<file path="config.mk">
export PLATFORM = sky130hd
export DESIGN_NAME = tmic_mac
export DESIGN_NICKNAME = d
export VERILOG_FILES = /design/src/sv/tmic_pkg.sv /design/src/sv/tmic_mac.sv
export SDC_FILE = /design/constraint.sdc
export NUM_CORES = 1
export LEC_CHECK = 0
export BUFFER_PORTS_ARGS = -buffer_cell sky130_fd_sc_hd__buf_2
export CAP_MARGIN = 0
export CORE_MARGIN = 1
export CORE_UTILIZATION = 35
export CTS_CLUSTER_DIAMETER = 40
export DETAILED_ROUTE_END_ITERATION = 12
export GPL_TIMING_DRIVEN = 1
export PLACE_DENSITY = 0.49
export SYNTH_ARGS = -nofsm -noshare
export SYNTH_HDL_FRONTEND = slang
export SYNTH_SLANG_ARGS = --single-unit
</file>
<file path="constraint.sdc">
create_clock -name clk -period 14.1 [get_ports clk]
set_input_delay 4.23 -clock clk [delete_from_list [all_inputs] [get_ports clk]]
set_output_delay 4.23 -clock clk [all_outputs]
set_load 0.1 [all_outputs]
</file>
<file path="src/sv/tmic_pkg.sv">
// ----------------------------------------------------------------------------
// tmic_pkg: shared types and constants of the middle-index contraction engine
// Command and status codes, register indexes, sequencer states, the control
// bundle between sequencer and top level, and parameter defaults.
// ----------------------------------------------------------------------------
package tmic_pkg;

	localparam int MATRIX_DEPTH_DEF   = 256;
	localparam int TENSOR_DEPTH_DEF   = 1024;
	localparam int COEF_FRAC_BITS_DEF = 12;

	localparam int CMD_W     = 3;
	localparam int INDEX_W   = 10;
	localparam int VALUE_W   = 32;
	localparam int COEF_W    = 16;
	localparam int STATUS_W  = 2;
	localparam int CFG_IDX_W = 3;
	localparam int CFG_DAT_W = 11;
	localparam int OUTER_W   = 11;
	localparam int INNER_W   = 5;
	localparam int PROD3_W   = 27;

	localparam logic [CMD_W-1:0] CMD_LOAD_T = 3'd0;
	localparam logic [CMD_W-1:0] CMD_LOAD_U = 3'd1;
	localparam logic [CMD_W-1:0] CMD_LOAD_V = 3'd2;
	localparam logic [CMD_W-1:0] CMD_RUN    = 3'd3;
	localparam logic [CMD_W-1:0] CMD_READ_V = 3'd4;

	localparam logic [STATUS_W-1:0] STATUS_OK    = 2'd0;
	localparam logic [STATUS_W-1:0] STATUS_INDEX = 2'd1;
	localparam logic [STATUS_W-1:0] STATUS_SIZE  = 2'd2;
	localparam logic [STATUS_W-1:0] STATUS_SAT   = 2'd3;

	localparam logic [CFG_IDX_W-1:0] REG_SIZE_OUTER    = 3'd0;
	localparam logic [CFG_IDX_W-1:0] REG_SIZE_INNER    = 3'd1;
	localparam logic [CFG_IDX_W-1:0] REG_SIZE_TRAILING = 3'd2;
	localparam logic [CFG_IDX_W-1:0] REG_SIZE_RESULT   = 3'd3;
	localparam logic [CFG_IDX_W-1:0] REG_TRANSPOSE     = 3'd4;
	localparam logic [CFG_IDX_W-1:0] REG_ACCUMULATE    = 3'd5;

	typedef enum logic [3:0] {
		S_IDLE,
		S_RD_WAIT,
		S_CHK1,
		S_CHK2,
		S_CHK3,
		S_CLEAR,
		S_TERM_RD,
		S_TERM_MUL,
		S_TERM_ACC,
		S_DONE
	} tmic_state_t;

	typedef struct packed {
		logic                mul_en;
		logic                clr_we;
		logic                acc_we;
		logic                resp;
		logic                resp_read;
		logic [STATUS_W-1:0] status;
	} tmic_ctl_t;

endpackage

</file>
<file path="src/sv/tmic_mac.sv">
// ----------------------------------------------------------------------------
// tmic_mac: shared multiply-accumulate unit
// Registered Q4.12 x Q16.16 product, floor shift, saturating add onto V.
// ----------------------------------------------------------------------------
module tmic_mac import tmic_pkg::*; #(
	parameter int COEF_FRAC_BITS = COEF_FRAC_BITS_DEF
) (
	input  logic                      clk,
	input  logic                      mul_en,
	input  logic signed [COEF_W-1:0]  coef,
	input  logic signed [VALUE_W-1:0] src,
	input  logic signed [VALUE_W-1:0] acc,
	output logic signed [VALUE_W-1:0] sum,
	output logic                      sat
);

	localparam int PROD_W = COEF_W + VALUE_W;

	logic signed [PROD_W-1:0] prod_q;
	logic signed [PROD_W-1:0] shifted;
	logic signed [PROD_W:0]   sum_w;
	logic                     pos_ovf;
	logic                     neg_ovf;

	always_ff @(posedge clk) begin
		if (mul_en) begin
			prod_q <= PROD_W'(coef) * PROD_W'(src);
		end
	end

	// arithmetic shift gives the floor
	assign shifted = prod_q >>> COEF_FRAC_BITS;
	assign sum_w   = (PROD_W+1)'(acc) + (PROD_W+1)'(shifted);
	assign pos_ovf = !sum_w[PROD_W] && (|sum_w[PROD_W-1:VALUE_W-1]);
	assign neg_ovf = sum_w[PROD_W] && !(&sum_w[PROD_W-1:VALUE_W-1]);
	assign sat     = pos_ovf || neg_ovf;

	always_comb begin
		priority if (pos_ovf) begin
			sum = {1'b0, {(VALUE_W-1){1'b1}}};
		end else if (neg_ovf) begin
			sum = {1'b1, {(VALUE_W-1){1'b0}}};
		end else begin
			sum = sum_w[VALUE_W-1:0];
		end
	end

endmodule

</file>
Yosys cells after proc, flatten, opt, wreduce, memory -nomap -nowiden
Index checks and enable logic that the tools add are counted.
Storage, ports and cells
  bits in registers: 48
  input bits: 82
  output and inout bits: 33
  logic and storage cells: 12
Cells by class
  $add $sub $neg: 1
  multipliers: 1
  mux-type cells: 2
  reductions and logical operators: 7
Operator list (number)
  $mux 32: 2
  $mul 16x32->48: 1
  $add 32x36->37: 1
  $reduce_and 17->1: 1
  $reduce_or 17->1: 1
  $logic_and 1x1->1: 2
  $logic_not 1->1: 2
  $logic_or 1x1->1: 1

Depth between registers and ports, before layout
  depth after elaboration: 6
  mapped depth: 25
  gate-level depth less buffers: 24

Least setup slack after synthesis
No wires, ideal clock.
  path type: input -> output
  from: in acc[0]
  to: out sat
  arrival time: 7.477 ns
  data required time: 9.870 ns
  path slack: 2.393 ns
  stages on the path: 11
  buffers on the path: 0
  path through: ha_1 -> fa_1 -> a211oi_1 -> o21ai_1 -> nand4_1 -> o2111ai_1 -> o211ai_1 -> a21o_2 -> a31o_2 -> o41ai_4 -> nand2b_1
On the way
  longest elaborated chain between the ends: 5
  elaborated cells on any way between the ends: 8
  classes of those cells: 1 x add/sub; 7 x reduce/logical
Ends and longest elaborated chain
  start, declared: RTL line tmic_mac.sv:12  | input logic signed [VALUE_W-1:0] acc,
  $add 32x36->37 *: RTL line tmic_mac.sv:33  | assign sum_w = (PROD_W+1)'(acc) + (PROD_W+1)'(shifted);
  $reduce_and 17->1: RTL line tmic_mac.sv:35  | assign neg_ovf = sum_w[PROD_W] && !(&sum_w[PROD_W-1:VALUE_W-1]);
  $logic_not 1->1: RTL line tmic_mac.sv:35
  $logic_and 1x1->1: RTL line tmic_mac.sv:35
  $logic_or 1x1->1 *: RTL line tmic_mac.sv:36  | assign sat = pos_ovf || neg_ovf;
  end, declared: RTL line tmic_mac.sv:14  | output logic sat
Every way passes the cells marked *; elsewhere a longest branch is shown, timed or not.

Worst setup path in the final report
  from: in acc[0]
  to: out sum[5]
On the way
  longest elaborated chain between the ends: 6
  elaborated cells on any way between the ends: 9
  classes of those cells: 1 x add/sub; 2 x mux; 6 x reduce/logical
Ends and longest elaborated chain
  $add 32x36->37 *: RTL line tmic_mac.sv:33
  $reduce_and 17->1: RTL line tmic_mac.sv:35
  $logic_not 1->1: RTL line tmic_mac.sv:35
  $logic_and 1x1->1: RTL line tmic_mac.sv:35
  $mux 32: RTL line tmic_mac.sv:41  | end else if (neg_ovf) begin
  $mux 32 *: RTL line tmic_mac.sv:39  | priority if (pos_ovf) begin
  end, declared: RTL line tmic_mac.sv:13  | output logic signed [VALUE_W-1:0] sum,
Marks and branches as above.

==> results.cfg <==
[clock_network]
postCtsHoldBufs = 0
ctsResizeCount = 0
numClockSinks = 36
post-cts-setup-buffer-count = 0
clkTransAtPathRegs_ns = 0.06
htree_num_levels = 2
tritoncts = yes
clock-root-buffer = sky130_fd_sc_hd__clkbuf_16
tritoncts.num_buffers = 5
clock_path_buffers = 2

[route]
via_per_inst = 4.88
antenna_violating_nets_post_route = 0
dr.first_iter.drc_count = 634
remaining_drc_errors = 0
routed-via-count = 15100
detail_route.first_pass.iterations = 5
drt-total-wl_um = 56500
wl_per_cell_um = 18.2

[yosys]
synth_enable_flop_cells = 36
ys_types = 74
total_of_warnings_raised_by_yosys = 0
postSynthCellCount = 2295
synth_top_cell_by_area = sky130_fd_sc_hd__fa_1
syn_avg_cell_area_um2 = 8.99
async_flop_share_pct = 0
synth_top_area_share_pct = 47.2
synth-seq-cells = 36
post_synth_instance_area_mm2 = 0.0206
yosys-top-cells-area = sky130_fd_sc_hd__fa_1, sky130_fd_sc_hd__inv_1, sky130_fd_sc_hd__ha_1
netlist_top_cells_count = sky130_fd_sc_hd__inv_1, sky130_fd_sc_hd__fa_1, sky130_fd_sc_hd__nand2_1
most_instantiated_library_cell_after_synthesis = sky130_fd_sc_hd__inv_1
mappedNetlistNets = 3010
dominantRegCellSynth = sky130_fd_sc_hd__edfxtp_1
synth_sequential_area_ratio_pct = 5.24

[finish]
top_regs = prod_q x36
multi_input_comb_area_mm2 = 0.0170
area_grow_syn2layout_pct = 6.50
share_of_the_core_filled_with_cells_pct = 37.9
fillers = 6021
final_layout_size_suffix_gt1_share_pct = 6.78
layout.nets = 3044
final-seq-area_mm2 = 0.00108
register_bank_with_the_most_flops = prod_q
final_cell_area_mm2 = 0.0220
largest_register_ff_count = 36

[timing]
fmax_ghz = 0.0791
rsz0062_at_grt = false
timing.final.max_slew_violations = 0
setup_ws_ns = 1.46
setup-tns-final_ns = 0
maxSlewHeadroom_pct = 33.2
slew_at_the_pin_with_the_worst_max_slew_slack_ns = 0.999
finalCriticalPeriod_ns = 12.64
final_setup_violation_count = 0
timing_hold_violations_final = 0
final.period_utilization_pct = 89.6

[floorplan]
dieArea_mm2 = 0.0599
chipHeight_um = 245
num_io_pins = 115
core-area_mm2 = 0.0579
floorplan.initialDensity_pct = 35.6
die_w_um = 245
core.rowCount = 88

[critical_path]
crit_fanout = 17
worst_setup_path_end_kind = output pin
crit_path_start_kind = primary input
critPathArrivalTime_ns = 8.41
required_ns = 9.87
worst_setup_path_startpoint = acc[0]
critPathKind = in2out

[grt]
grt_usage_pct = 19.7
wire_length_of_the_first_global_routing_pass_um = 92100
grt_start_max_net_pins = 37
grt_pass1_vias = 16800
antenna_found_initial = 2
grt-ovfl-total = 0

[worst_hold_path]
worst_hold_path.num_cells = 1
hp-class = in2reg
hold_path.startpoint = mul_en
worst_hold_path.endpoint = prod_q[29]

[placed_design]
post_dp_cell_area_mm2 = 0.0218
placement.io_buffers = 114
place_hpwl_um = 45300
gpl.final_weighted_congestion = 0.832
dp_slack_ns = 1.52

[status]
outcome = finished clean

[run]
cap_violations = 0
[cells in the final DEF, fill, tap and decap left out, drive strengths merged, types with 8 or more instances in the layout]
master and count:
a211oi 17, a21o 55, a21oi 58, a31oi 8, and2 209, buf 117
edfxtp 36, fa 486, ha 147, inv 574, nand2 307, nand2b 13
nand3 11, nand4 9, nor2 64, o211ai 10, o21a 10, o21ai 44
o21bai 9, xnor2 44, xor2 23
[cell families after synthesis]
logic type,share of synthesized area (%)
buffers and inverters,12.3
and+or+nand+nor,15.3
adders and majority gates,56.1
AOI/OAI and AO/OA,8.17
xor gates and xnor gates,2.84
DFF,5.24
muxes,0.0485
[worst max-delay path by stage]
stage          slack, ns      to  cells after the start
5_1_grt             1.23  sum[5]                     14
4_1_cts             1.50  sum[5]                     14
6_report            1.46  sum[5]                     14
2_1_floorplan       2.39     sat                     11
3_5_place_dp        1.52  sum[5]                     14
3_3_place_gp        1.63  sum[5]                     14
[per-stage QoR]
stage	instances	hold slack (ns)
after floorplan	2295	4.34
after global placement	3087	4.92
after detailed placement	3087	4.93
after CTS	3095	4.62
after global routing	3096	4.65
final	3097	4.61
[routing by layer]
| metal | vias to the layer above | GRT usage (%) | share of wire (%) |
|---|---|---|---|
| li1 | 6889 | - | - |
| met1 | 7845 | 27.4 | 47 |
| met2 | 327 | 34.1 | 48 |
| met3 | 48 | 1.37 | 3.9 |
| met4 | 0 | 3.13 | 1.2 |
| met5 | - | 0 | 0 |
[critical path: stages]
cell	delay, ns
sky130_fd_sc_hd__buf_2	0.10
sky130_fd_sc_hd__ha_1	0.22
sky130_fd_sc_hd__fa_1	0.43
sky130_fd_sc_hd__a211oi_1	0.31
sky130_fd_sc_hd__o21ai_1	0.15
sky130_fd_sc_hd__nand4_1	0.22
sky130_fd_sc_hd__o2111ai_1	0.23
sky130_fd_sc_hd__o211ai_1	0.32
sky130_fd_sc_hd__a21o_2	0.20
sky130_fd_sc_hd__o31ai_2	0.10
sky130_fd_sc_hd__o41ai_4	0.94
sky130_fd_sc_hd__buf_4	0.36
sky130_fd_sc_hd__a31o_1	0.17
sky130_fd_sc_hd__buf_2	0.42
[layout make-up]
class                   count  share of cell area [%]
clock buffers               5                   0.570
repair buffers            117                    2.70
flip-flops and latches     36                    4.92
inverters                 574                    9.81
clock inverters             3                   0.211
well taps                 765                    4.36
diodes                      2                  0.0228
multi-input cells        1595                    77.4
Power is left out: the tool's default activity adds up to more than one toggle a clock period on the data nets, which glitch-free logic cannot reach.
