===== config.mk =====
export PLATFORM = sky130hd
export DESIGN_NAME = tmic_ctrl
export DESIGN_NICKNAME = d
export VERILOG_FILES = /design/src/sv/tmic_pkg.sv /design/src/sv/tmic_ctrl.sv
export SDC_FILE = /design/constraint.sdc
export NUM_CORES = 1
export LEC_CHECK = 0
export BUFFER_PORTS_ARGS = -buffer_cell sky130_fd_sc_hd__buf_4
export CAP_MARGIN = 20
export CORE_UTILIZATION = 59
export CTS_BUF_LIST = sky130_fd_sc_hd__clkbuf_4 sky130_fd_sc_hd__clkbuf_8
export DETAILED_ROUTE_END_ITERATION = 12
export PLACE_DENSITY = 0.79
export SYNTH_ARGS = -nofsm -noshare
export SYNTH_HDL_FRONTEND = slang
export SYNTH_SLANG_ARGS = --single-unit

===== constraint.sdc =====
create_clock -name clk -period 5.8 [get_ports clk]
set_input_delay 0.58 -clock clk [delete_from_list [all_inputs] [get_ports clk]]
set_output_delay 0.58 -clock clk [all_outputs]
set_load 0.05 [all_outputs]

===== src/sv/tmic_pkg.sv =====
// ----------------------------------------------------------------------------
// tmic_pkg: shared types and constants of the middle-index contraction engine
// Command and status codes, register indexes, sequencer states, the control
// bundle between sequencer and top level, and parameter defaults.
// ----------------------------------------------------------------------------
package tmic_pkg;

	localparam int MATRIX_DEPTH_DEF   = 256;
	localparam int TENSOR_DEPTH_DEF   = 1024;
	localparam int COEF_FRAC_BITS_DEF = 12;

	localparam int CMD_W     = 3;
	localparam int INDEX_W   = 10;
	localparam int VALUE_W   = 32;
	localparam int COEF_W    = 16;
	localparam int STATUS_W  = 2;
	localparam int CFG_IDX_W = 3;
	localparam int CFG_DAT_W = 11;
	localparam int OUTER_W   = 11;
	localparam int INNER_W   = 5;
	localparam int PROD3_W   = 27;

	localparam logic [CMD_W-1:0] CMD_LOAD_T = 3'd0;
	localparam logic [CMD_W-1:0] CMD_LOAD_U = 3'd1;
	localparam logic [CMD_W-1:0] CMD_LOAD_V = 3'd2;
	localparam logic [CMD_W-1:0] CMD_RUN    = 3'd3;
	localparam logic [CMD_W-1:0] CMD_READ_V = 3'd4;

	localparam logic [STATUS_W-1:0] STATUS_OK    = 2'd0;
	localparam logic [STATUS_W-1:0] STATUS_INDEX = 2'd1;
	localparam logic [STATUS_W-1:0] STATUS_SIZE  = 2'd2;
	localparam logic [STATUS_W-1:0] STATUS_SAT   = 2'd3;

	localparam logic [CFG_IDX_W-1:0] REG_SIZE_OUTER    = 3'd0;
	localparam logic [CFG_IDX_W-1:0] REG_SIZE_INNER    = 3'd1;
	localparam logic [CFG_IDX_W-1:0] REG_SIZE_TRAILING = 3'd2;
	localparam logic [CFG_IDX_W-1:0] REG_SIZE_RESULT   = 3'd3;
	localparam logic [CFG_IDX_W-1:0] REG_TRANSPOSE     = 3'd4;
	localparam logic [CFG_IDX_W-1:0] REG_ACCUMULATE    = 3'd5;

	typedef enum logic [3:0] {
		S_IDLE,
		S_RD_WAIT,
		S_CHK1,
		S_CHK2,
		S_CHK3,
		S_CLEAR,
		S_TERM_RD,
		S_TERM_MUL,
		S_TERM_ACC,
		S_DONE
	} tmic_state_t;

	typedef struct packed {
		logic                mul_en;
		logic                clr_we;
		logic                acc_we;
		logic                resp;
		logic                resp_read;
		logic [STATUS_W-1:0] status;
	} tmic_ctl_t;

endpackage


===== src/sv/tmic_ctrl.sv =====
// ----------------------------------------------------------------------------
// tmic_ctrl: run sequencer
// Size check, V clearing sweep, a/b/j/c term loop with running addresses,
// and the read-back wait state.
// ----------------------------------------------------------------------------
module tmic_ctrl import tmic_pkg::*; #(
	parameter int MATRIX_DEPTH = MATRIX_DEPTH_DEF,
	parameter int TENSOR_DEPTH = TENSOR_DEPTH_DEF,
	localparam int MA_W = $clog2(MATRIX_DEPTH),
	localparam int TA_W = $clog2(TENSOR_DEPTH)
) (
	input  logic               clk,
	input  logic               arst_n,
	input  logic [OUTER_W-1:0] size_outer,
	input  logic [INNER_W-1:0] size_inner,
	input  logic [OUTER_W-1:0] size_trailing,
	input  logic [INNER_W-1:0] size_result,
	input  logic               transpose_mode,
	input  logic               accumulate_mode,
	input  logic               run_start,
	input  logic               rd_start,
	input  logic               mac_sat,
	output logic               busy,
	output tmic_ctl_t          ctl,
	output logic [MA_W-1:0]    t_addr,
	output logic [TA_W-1:0]    u_addr,
	output logic [TA_W-1:0]    v_addr
);

	localparam int MC_W = MA_W + 1;
	localparam int TC_W = TA_W + 1;
	localparam int JB_W = 2 * INNER_W;
	localparam int AC_W = 2 * OUTER_W;
	localparam int JC_W = INNER_W + OUTER_W;

	tmic_state_t state_q, state_d;

	logic [JB_W-1:0]    jb_q;
	logic [AC_W-1:0]    ac_q;
	logic [JC_W-1:0]    jc_q;
	logic [PROD3_W-1:0] abc_q;
	logic [PROD3_W-1:0] ajc_q;
	logic [TC_W-1:0]    clr_q;
	logic               sat_q;

	logic [OUTER_W-1:0] a_q, c_q;
	logic [INNER_W-1:0] b_q, j_q;
	logic [TC_W-1:0]    u_base_q, v_row_q, v_base_q;
	logic [MC_W-1:0]    t_row_q, t_q;

	logic            size_fail, no_terms, clr_last;
	logic            c_last, j_last, b_last, a_last, term_last;
	logic [MC_W-1:0] tstep_j, tstep_b;
	logic [TC_W-1:0] c_step, jc_step, u_sum, v_sum;

	assign size_fail = (32'(jb_q) > MATRIX_DEPTH) || (32'(abc_q) > TENSOR_DEPTH)
		|| (32'(ajc_q) > TENSOR_DEPTH);
	assign no_terms = (size_outer == '0) || (size_inner == '0)
		|| (size_trailing == '0) || (size_result == '0);
	assign clr_last = ((PROD3_W+1)'(clr_q) + (PROD3_W+1)'(1)) >= (PROD3_W+1)'(ajc_q);

	assign c_last    = (c_q == size_trailing - OUTER_W'(1));
	assign j_last    = (j_q == size_result - INNER_W'(1));
	assign b_last    = (b_q == size_inner - INNER_W'(1));
	assign a_last    = (a_q == size_outer - OUTER_W'(1));
	assign term_last = c_last && j_last && b_last && a_last;

	assign tstep_j = transpose_mode ? MC_W'(1) : MC_W'(size_inner);
	assign tstep_b = transpose_mode ? MC_W'(size_result) : MC_W'(1);
	assign c_step  = TC_W'(size_trailing);
	assign jc_step = TC_W'(jc_q);

	assign u_sum  = u_base_q + TC_W'(c_q);
	assign v_sum  = v_base_q + TC_W'(c_q);
	assign t_addr = t_q[MA_W-1:0];
	assign u_addr = u_sum[TA_W-1:0];
	assign v_addr = (state_q == S_CLEAR) ? clr_q[TA_W-1:0] : v_sum[TA_W-1:0];
	assign busy   = (state_q != S_IDLE);

	always_comb begin
		state_d = state_q;
		unique case (state_q)
			S_IDLE: begin
				if (run_start) begin
					state_d = S_CHK1;
				end else if (rd_start) begin
					state_d = S_RD_WAIT;
				end
			end
			S_RD_WAIT:  state_d = S_IDLE;
			S_CHK1:     state_d = S_CHK2;
			S_CHK2:     state_d = S_CHK3;
			S_CHK3: begin
				priority if (size_fail) begin
					state_d = S_IDLE;
				end else if (!accumulate_mode && ajc_q != '0) begin
					state_d = S_CLEAR;
				end else if (no_terms) begin
					state_d = S_DONE;
				end else begin
					state_d = S_TERM_RD;
				end
			end
			S_CLEAR: begin
				if (clr_last) begin
					state_d = no_terms ? S_DONE : S_TERM_RD;
				end
			end
			S_TERM_RD:  state_d = S_TERM_MUL;
			S_TERM_MUL: state_d = S_TERM_ACC;
			S_TERM_ACC: state_d = term_last ? S_DONE : S_TERM_RD;
			S_DONE:     state_d = S_IDLE;
			default:    state_d = S_IDLE;
		endcase
	end

	always_comb begin
		ctl = '0;
		ctl.status = STATUS_OK;
		unique case (state_q)
			S_RD_WAIT: begin
				ctl.resp      = 1'b1;
				ctl.resp_read = 1'b1;
			end
			S_CHK3: begin
				if (size_fail) begin
					ctl.resp   = 1'b1;
					ctl.status = STATUS_SIZE;
				end
			end
			S_CLEAR:    ctl.clr_we = 1'b1;
			S_TERM_MUL: ctl.mul_en = 1'b1;
			S_TERM_ACC: ctl.acc_we = 1'b1;
			S_DONE: begin
				ctl.resp   = 1'b1;
				ctl.status = sat_q ? STATUS_SAT : STATUS_OK;
			end
			default: ;
		endcase
	end

	always_ff @(posedge clk or negedge arst_n) begin
		if (!arst_n) begin
			state_q <= S_IDLE;
		end else begin
			state_q <= state_d;
		end
	end

	always_ff @(posedge clk or negedge arst_n) begin
		if (!arst_n) begin
			sat_q <= 1'b0;
		end else if (state_q == S_CHK3 && !size_fail) begin
			sat_q <= 1'b0;
		end else if (state_q == S_TERM_ACC && mac_sat) begin
			sat_q <= 1'b1;
		end
	end

	// size products, one multiply level per cycle
	always_ff @(posedge clk) begin
		if (state_q == S_CHK1) begin
			jb_q <= JB_W'(size_result) * JB_W'(size_inner);
			ac_q <= AC_W'(size_outer) * AC_W'(size_trailing);
			jc_q <= JC_W'(size_result) * JC_W'(size_trailing);
		end
		if (state_q == S_CHK2) begin
			abc_q <= PROD3_W'(ac_q) * PROD3_W'(size_inner);
			ajc_q <= PROD3_W'(ac_q) * PROD3_W'(size_result);
		end
	end

	always_ff @(posedge clk) begin
		unique case (state_q)
			S_CHK3: begin
				clr_q    <= '0;
				a_q      <= '0;
				b_q      <= '0;
				j_q      <= '0;
				c_q      <= '0;
				u_base_q <= '0;
				v_row_q  <= '0;
				v_base_q <= '0;
				t_row_q  <= '0;
				t_q      <= '0;
			end
			S_CLEAR: clr_q <= clr_q + TC_W'(1);
			S_TERM_ACC: begin
				if (!c_last) begin
					c_q <= c_q + OUTER_W'(1);
				end else begin
					c_q <= '0;
					if (!j_last) begin
						j_q      <= j_q + INNER_W'(1);
						t_q      <= t_q + tstep_j;
						v_base_q <= v_base_q + c_step;
					end else begin
						j_q      <= '0;
						u_base_q <= u_base_q + c_step;
						if (!b_last) begin
							b_q      <= b_q + INNER_W'(1);
							t_row_q  <= t_row_q + tstep_b;
							t_q      <= t_row_q + tstep_b;
							v_base_q <= v_row_q;
						end else begin
							// next a: V rows move on by J*C
							b_q      <= '0;
							t_row_q  <= '0;
							t_q      <= '0;
							a_q      <= a_q + OUTER_W'(1);
							v_row_q  <= v_row_q + jc_step;
							v_base_q <= v_row_q + jc_step;
						end
					end
				end
			end
			default: ;
		endcase
	end

endmodule


Word level (Yosys, flattened, before mapping)
Index checks and enable logic that the tools add are counted.

Bits in registers: 196. Input port bits: 39. Output and inout port bits: 36. Logic and storage cells: 142.

$add $sub $neg: 17. Multipliers: 5. Order comparisons: 4. Eq/ne operators: 18. Mux-type cells: 53. Reductions and logical operators: 28.

Operators by type and width (number): case mux 11 bit (2 select lines) (6); 2-to-1 mux 11 bit (11); greater-than comparator 27 x 11 -> 1 bit (second input constant) (2); multiplier 22 x 5 -> 27 bit (2); 2-to-1 mux 9 bit (5); case mux 9 bit (2 select lines) (2); 2-to-1 mux 5 bit (7); adder 11 x 1 -> 11 bit (second input constant) (3); adder 11 bit (3); case mux 4 bit (8 select lines) (1); 2-to-1 mux 4 bit (7); >= comparator 12 x 27 -> 1 bit (1); nonzero test 27 bit (1); == test 11 bit (2); zero test 11 bit (2); multiplier 11 x 11 -> 22 bit (1); subtractor 11 x 1 -> 11 bit (second input constant) (2); adder 10 bit (2); case mux 5 bit (2 select lines) (2); adder 9 x 5 -> 9 bit (2); == test 4 x 3 -> 1 bit (second input constant) (4); adder 11 x 1 -> 12 bit (second input constant) (1); multiplier 5 x 11 -> 11 bit (1); adder 5 x 1 -> 5 bit (second input constant) (2); 25 further kinds (53).

Depth between registers and ports, before layout
Gate-level depths: netlist of the first run.

Depth in word-level cells: 8. Gate-level depth with buffers: 22. Depth with buffers taken out: 20.

Worst setup path before layout of the first run
No wires, ideal clock.

Path kind: input -> register. Start point: input port size_trailing[4]. End point: register ac_q[17], data pin. Setup time: 0.195 ns. Data arrival time: 6.058 ns. Slack: -0.453 ns. Stages: 18. Buffers on the path: 2. Path through: clkbuf_1 > buf_1 > nand2_1 > fa_1 > fa_1 > fa_1 > inv_1 > fa_1 > inv_1 > fa_1 > inv_1 > ha_1 > a2111oi_0 > a21boi_0 > o211a_1 > o21ai_0 > or4b_2 > o311ai_0.

Cells in the longest elaborated chain, start to end: 1.

Ends and longest elaborated chain: start: declaration (RTL line tmic_ctrl.sv:16) `input logic [OUTER_W-1:0] size_trailing,`; multiplier 11 x 11 -> 22 bit (RTL line tmic_ctrl.sv:164) `ac_q <= AC_W'(size_outer) * AC_W'(size_trailing);`; end signal: assignment (RTL line tmic_ctrl.sv:164); end: declaration (RTL line tmic_ctrl.sv:39) `logic [AC_W-1:0] ac_q;`.

Every way passes these cells. A chain may end at the register's enable or synchronous reset.

Final worst setup path of the first run
Start point: input port size_trailing[3]. End point: register ac_q[17], data pin.

Same word-level chain as after synthesis.

==> out/metrics.json, run 1 <==
{
  "outcome": {
    "run_status": "finished, final reports clean"
  },
  "logic_synthesis": {
    "mapped_area_um2": 23400,
    "cell_types_with_the_largest_area_share_after_synthesis": "sky130_fd_sc_hd__edfxtp_1, sky130_fd_sc_hd__fa_1, sky130_fd_sc_hd__ha_1",
    "synth-warning-count": 0,
    "top_cell_type_by_total_area_after_synthesis": "sky130_fd_sc_hd__edfxtp_1",
    "syn_nets": 3029,
    "synth-edff-count": 185,
    "postSynthCellCount": 2517,
    "yosys.area.top_type_share_pct": 23.8,
    "synthMostInstantiatedCell": "sky130_fd_sc_hd__inv_1",
    "synth_sequential_area_ratio_pct": 24.3,
    "postSynthRegisterBits": 190,
    "ys_dominant_reg_cell": "sky130_fd_sc_hd__edfxtp_1",
    "netlist-cell-type-count": 77,
    "syn_area_per_cell_um2": 9.29,
    "synth_commonest_cells": "sky130_fd_sc_hd__inv_1, sky130_fd_sc_hd__nand2_1, sky130_fd_sc_hd__ha_1, sky130_fd_sc_hd__fa_1, sky130_fd_sc_hd__and2_1",
    "ys_async_sr_fraction_pct": 2.63
  },
  "clock_network": {
    "clkSlewWorstSetupHoldPaths_ps": 120,
    "htreeDepth": 4,
    "tritoncts": "yes",
    "clock_buffers_created_by_tritoncts": 17,
    "root_buffer": "sky130_fd_sc_hd__clkbuf_8",
    "cts.path.max_buffers": 2,
    "clock_net_sink_count": 190,
    "cts.repair_timing.setup_buffer_count": 0,
    "insertion_delay_ps": 540
  },
  "timing": {
    "maxSlewViolCount": 0,
    "rsz0062_at_grt": "false",
    "max_slew_margin_pct": 32.1,
    "finalSetupViolations": 0,
    "max_freq_ghz": 0.185,
    "setup_slack_ps": 389,
    "tightest_slew_ps": 1020,
    "finalHoldViolCount": 0,
    "finalCriticalPeriod_ps": 5410,
    "tns_setup_ps": 0,
    "finClkSkew_ps": 22.7,
    "share_of_the_clock_period_used_by_the_worst_path_after_layout_pct": 93.3,
    "hold_ws_ps": 284
  },
  "die": {
    "die_h_um": 201,
    "io_pins": 75,
    "starting_density_of_the_core_pct": 60.2,
    "fp.dieArea_um2": 40400,
    "die_width_um": 201,
    "fp.coreArea_um2": 38800,
    "fp_rows": 72
  },
  "power": {
    "worst_ir_drop_vdd_v": 0.000337,
    "power-per-cell-area_nw_per_um2": 215,
    "power.leakage_nw": 11.6,
    "post-layout-total-power_mw": 5.37
  },
  "flow_run": {
    "timing.max_cap.violations": 0
  },
  "grt": {
    "grt_overflow": 0,
    "grt_usage_pct": 28.4,
    "first_global_vias": 18500,
    "grt_start_max_net_pins": 56,
    "grt_antenna_before_repair": 2,
    "global_route_wire_length_before_repair_mm": 91.8
  },
  "routing": {
    "vias_per_cell": 5.84,
    "detail_route.wl_per_cell_um": 18.0,
    "ant_nets": 0,
    "drcViolationCount": 0,
    "detailedRoute.firstIterationViolations": 1297,
    "vias": 18000,
    "postRouteWirelength_mm": 55.5,
    "dr.pass1.iters": 5
  },
  "setup_path": {
    "path_common_cell": "sky130_fd_sc_hd__fa_1",
    "r2r_cells": 15,
    "kind_of_end_point_of_the_critical_path": "flip-flop",
    "regToRegEndpoint": "ajc_q[26]",
    "path_class": "input port to flip-flop",
    "timing.critical_path.arrival_ps": 5740,
    "worst_path_largest_cell_delay_ps": 620,
    "start_kind": "input port",
    "timing.critical_path.required_ps": 6130,
    "worstReg2RegStart": "ac_q[3]",
    "timing.reg2reg.setup_slack_ps": 400,
    "timing.critical_path.fanout_max": 15,
    "cell_with_the_biggest_individual_delay_on_the_critical_path": "sky130_fd_sc_hd__or4b_2",
    "worstPathCellList": "buf_4 -> buf_4 -> nand2_1 -> fa_1 -> inv_1 -> ha_1 -> fa_1 -> inv_1 -> fa_1 -> fa_1 -> inv_1 -> ha_1 -> o21a_1 -> o21ai_0 -> a21boi_0 -> o211a_1 -> o21ai_0 -> or4b_2 -> o311ai_0"
  },
  "place": {
    "placed_cell_area_um2": 24600,
    "gpl.final_weighted_congestion": 0.936,
    "numPlacedInstances": 3048,
    "port_buffers": 74,
    "placed_wire_length_estimate_mm": 43.5,
    "dpl_worst_slack_ps": -34.7
  },
  "min_path": {
    "hold_start": "mac_sat",
    "hold_end": "sat_q",
    "timing.hold.worst.class": "input port to flip-flop",
    "min_path_cells": 3
  },
  "finish": {
    "final_design_area_no_fill_um2": 25000,
    "drive_above_1_share_pct": 7.06,
    "multiInputGateArea_um2": 16100,
    "total_area_of_sequential_cells_um2": 5680,
    "nFillCells": 3127,
    "fin_util_pct": 64.3,
    "design.final.nets": 3062,
    "finish.cell_count_without_fillers": 3083,
    "area_growth_pct": 6.73
  }
}
-- kinds of logic after synthesis --
logic type,synth area share [%]
XOR/XNOR,7.12
adder cells (fa/ha/maj),32.8
buffers and inverters,7.00
AND/OR/NAND/NOR,18.8
multiplexers,0.305
AO/OA/AOI/OAI,9.66
flip-flops,24.3
-- critical path, delay by kind of cell --
kind	cells	cell delay (ps)
fa+ha+maj	6	2590
buf+inv	5	530
compound gates	6	1290
simple gates	2	730
-- flip-flops by register name, indices dropped and copies added, names as in the netlist --
signal and flops:
j_q 5, ac_q 22, v_row_q 10, b_q 5, a_q 11, jc_q 10, t_row_q 8, u_base_q 10
sat_q 1, t_q 8, clr_q 11, jb_q 10, c_q 11, ajc_q 27, state_q 4, v_base_q 10
abc_q 27
-- area by class of cell --
type	count	share of cell area, %
antenna	2	0.0201
clock buffer	19	0.998
clock inverter	13	0.506
inverter	326	4.90
multi-input combinational	1892	64.5
sequential	190	22.8
tap	518	2.60
timing repair buffer	123	3.71
-- layer usage --
metal	wire length [um]	GRT usage (%)	share of wire (%)	vias to the layer above
li1	-	-	-	8370
met4	1450	8.21	2.6	0
met2	26800	48.4	48	598
met3	3710	3.88	6.7	91
met1	23500	37.7	42	8946
met5	0	0	0	-
-- cells in the final DEF, fill, tap and decap left out, types with 24 or more instances in the layout --
cell type                    n
sky130_fd_sc_hd__and2_1    214
sky130_fd_sc_hd__buf_4     122
sky130_fd_sc_hd__a21o_1     39
sky130_fd_sc_hd__ha_1      239
sky130_fd_sc_hd__nand2_1   278
sky130_fd_sc_hd__a21oi_1    99
sky130_fd_sc_hd__nand3_1    42
sky130_fd_sc_hd__o21ai_0    56
sky130_fd_sc_hd__nor2_1    166
sky130_fd_sc_hd__edfxtp_1  185
sky130_fd_sc_hd__nor3_1     37
sky130_fd_sc_hd__inv_1     326
sky130_fd_sc_hd__xnor2_1   115
sky130_fd_sc_hd__nor2b_1    24
sky130_fd_sc_hd__xor2_1     75
sky130_fd_sc_hd__fa_1      233
-- what timing repair did --
item / CTS / global route
endpoints found under the hold margin: 5 / 0
gates resized for setup: 0 / 1
setup endpoints to repair: 0 / 1
hold buffers: 1 / 0
-- how the worst max path moves through the flow --
stage                endpoint        startpoint  slack, ps
finish               ac_q[17]  size_trailing[3]        390
CTS                 abc_q[24]           ac_q[2]        310
detailed placement   ac_q[17]     size_outer[5]        -30
global placement     ac_q[17]     size_outer[5]         50
floorplan            ac_q[17]  size_trailing[3]          3
global route        abc_q[24]           ac_q[2]        100
-- power by group --
group	internal (mW)	switching, mW
clock network	0.324	0.572
logic	1.25	1.58
registers	1.64	0
total	3.22	2.15
No activity file was read; power rests on OpenSTA's default activity.
==> run 2, diff against run 1 <==
- ABC_CLOCK_PERIOD_IN_PS: unset -> 5800
- CORE_MARGIN: unset -> 5
==> out/metrics.json, run 2 (synthesis gave the netlist of run 1 again) <==
{
  "timing": {
    "max_freq_ghz": 0.182,
    "maxSlewViolCount": 0,
    "finalCriticalPeriod_ps": 5490,
    "finalSetupViolations": 0,
    "tightest_slew_ps": 948,
    "share_of_the_clock_period_used_by_the_worst_path_after_layout_pct": 94.7,
    "max_slew_margin_pct": 36.5,
    "finalHoldViolCount": 0,
    "rsz0062_at_grt": "false",
    "finClkSkew_ps": 23.0
  },
  "grt": {
    "grt_overflow": 0,
    "grt_start_max_net_pins": 56,
    "grt_usage_pct": 25.6,
    "grt_antenna_before_repair": 7,
    "global_route_wire_length_before_repair_mm": 90.9,
    "first_global_vias": 17900
  },
  "clock_network": {
    "clkSlewWorstSetupHoldPaths_ps": 120,
    "clock_buffers_created_by_tritoncts": 17,
    "post_cts_resize_count": 0,
    "cts.path.max_buffers": 2,
    "clock_net_sink_count": 190,
    "htreeDepth": 4,
    "root_buffer": "sky130_fd_sc_hd__clkbuf_8",
    "tritoncts": "yes",
    "insertion_delay_ps": 530
  },
  "routing": {
    "detailedRoute.firstIterationViolations": 1299,
    "dr.pass1.iters": 5,
    "vias_per_cell": 5.75,
    "ant_nets": 0,
    "vias": 17800,
    "drcViolationCount": 0,
    "detail_route.wl_per_cell_um": 18.0,
    "postRouteWirelength_mm": 55.7
  },
  "die": {
    "fp_rows": 73,
    "die_h_um": 209,
    "die_width_um": 209,
    "io_pins": 75,
    "starting_density_of_the_core_pct": 59.2,
    "fp.coreArea_um2": 39500,
    "fp.dieArea_um2": 43700
  },
  "place": {
    "gpl.final_weighted_congestion": 0.965,
    "port_buffers": 74,
    "placed_wire_length_estimate_mm": 44.5,
    "placed_cell_area_um2": 24600
  },
  "finish": {
    "drive_above_1_share_pct": 7.13,
    "design.final.nets": 3064,
    "final_design_area_no_fill_um2": 25000,
    "area_growth_pct": 7.04,
    "largestRegisters": "abc_q (27), ajc_q (27), ac_q (22)",
    "final_cell_mix": "sky130_fd_sc_hd__inv_1, sky130_fd_sc_hd__nand2_1, sky130_fd_sc_hd__ha_1",
    "layout_commonest_cell": "sky130_fd_sc_hd__inv_1"
  },
  "power": {
    "worst_ir_drop_vdd_v": 0.000274,
    "post-layout-total-power_mw": 5.37,
    "power.leakage_nw": 11.6,
    "power-per-cell-area_nw_per_um2": 215
  },
  "setup_path": {
    "worstReg2RegStart": "ac_q[2]",
    "timing.critical_path.required_ps": 6080,
    "r2r_cells": 15,
    "kind_of_end_point_of_the_critical_path": "flip-flop",
    "timing.critical_path.fanout_max": 10,
    "timing.reg2reg.setup_slack_ps": 310,
    "start_kind": "flip-flop",
    "regToRegEndpoint": "abc_q[24]",
    "path_class": "flip-flop to flip-flop",
    "timing.critical_path.arrival_ps": 5770
  },
  "min_path": {
    "min_path_cells": 3,
    "timing.hold.worst.class": "input port to flip-flop",
    "hold_end": "sat_q",
    "hold_start": "mac_sat"
  },
  "flow_run": {
    "timing.max_cap.violations": 0
  },
  "outcome": {
    "run_status": "finished, final reports clean"
  }
}
[run 2: worst max-delay path by stage]
stage | start | to | cells after the start
2_1_floorplan | size_trailing[3] | ac_q[17] | 19
3_3_place_gp | size_trailing[4] | ac_q[17] | 19
3_5_place_dp | size_outer[1] | ac_q[17] | 17
4_1_cts | ac_q[2] | abc_q[24] | 15
5_1_grt | ac_q[2] | abc_q[24] | 15
6_report | ac_q[2] | abc_q[24] | 15
[run 2: area by class of cell]
cell class | count | area [um2]
antenna | 7 | 17.5
clock buffer | 20 | 269
clock inverter | 12 | 143
fill | 3232 | 14400
inverter | 326 | 1220
multi-input combinational | 1892 | 16100
sequential | 190 | 5680
tap | 525 | 657
timing repair buffer | 125 | 941
[run 2: layer usage]
layer	share of wire [%]	track usage, %	wire [um]	vias to the layer above
li1	-	-	-	8369
met1	41	34.4	23100	8719
met2	48	41.8	26700	628
met3	7.4	4.98	4140	91
met4	3.2	9.29	1770	0
met5	0	0	0	-
[run 2: worst max-delay path: stages, from the launching register on]
cell and delay (ps):
sky130_fd_sc_hd__edfxtp_1 610, sky130_fd_sc_hd__and2_1 280, sky130_fd_sc_hd__fa_1 500, sky130_fd_sc_hd__fa_1 540
sky130_fd_sc_hd__inv_1 50, sky130_fd_sc_hd__fa_1 520, sky130_fd_sc_hd__inv_1 40, sky130_fd_sc_hd__ha_1 340
sky130_fd_sc_hd__a2111oi_0 640, sky130_fd_sc_hd__o21ai_0 210, sky130_fd_sc_hd__a21oi_1 330, sky130_fd_sc_hd__o21ai_0 220
sky130_fd_sc_hd__a21oi_1 410, sky130_fd_sc_hd__o221a_2 290, sky130_fd_sc_hd__o21ai_0 100, sky130_fd_sc_hd__xor2_1 150
[run 2: per-stage QoR]
stage / util [%] / TNS (ps) / instances / hold WS [ps] / setup WS (ps)
after floorplan: - / 0 / 2517 / 284 / 2.88
after global placement: 62.3 / 0 / 3057 / 386 / 59.2
after detailed placement: 62.3 / -53.1 / 3057 / 386 / -53.1
after CTS: 63.4 / 0 / 3090 / 254 / 385
after global routing: 63.4 / 0 / 3094 / 251 / 5.15
final: 63.4 / 0 / 3097 / 279 / 305
[run 2: report_power, final]
part	total (mW)	switching, mW	leakage [nW]	internal (mW)
Sequential	1.64	0	1.76	1.64
Clock	0.940	0.553	0.213	0.387
Combinational	2.79	1.54	9.65	1.26
[run 2: repair_timing]
item | CTS | global route
buffers inserted | 0 | 0
hold buffers | 1 | 0
hold endpoints to repair | 5 | 0
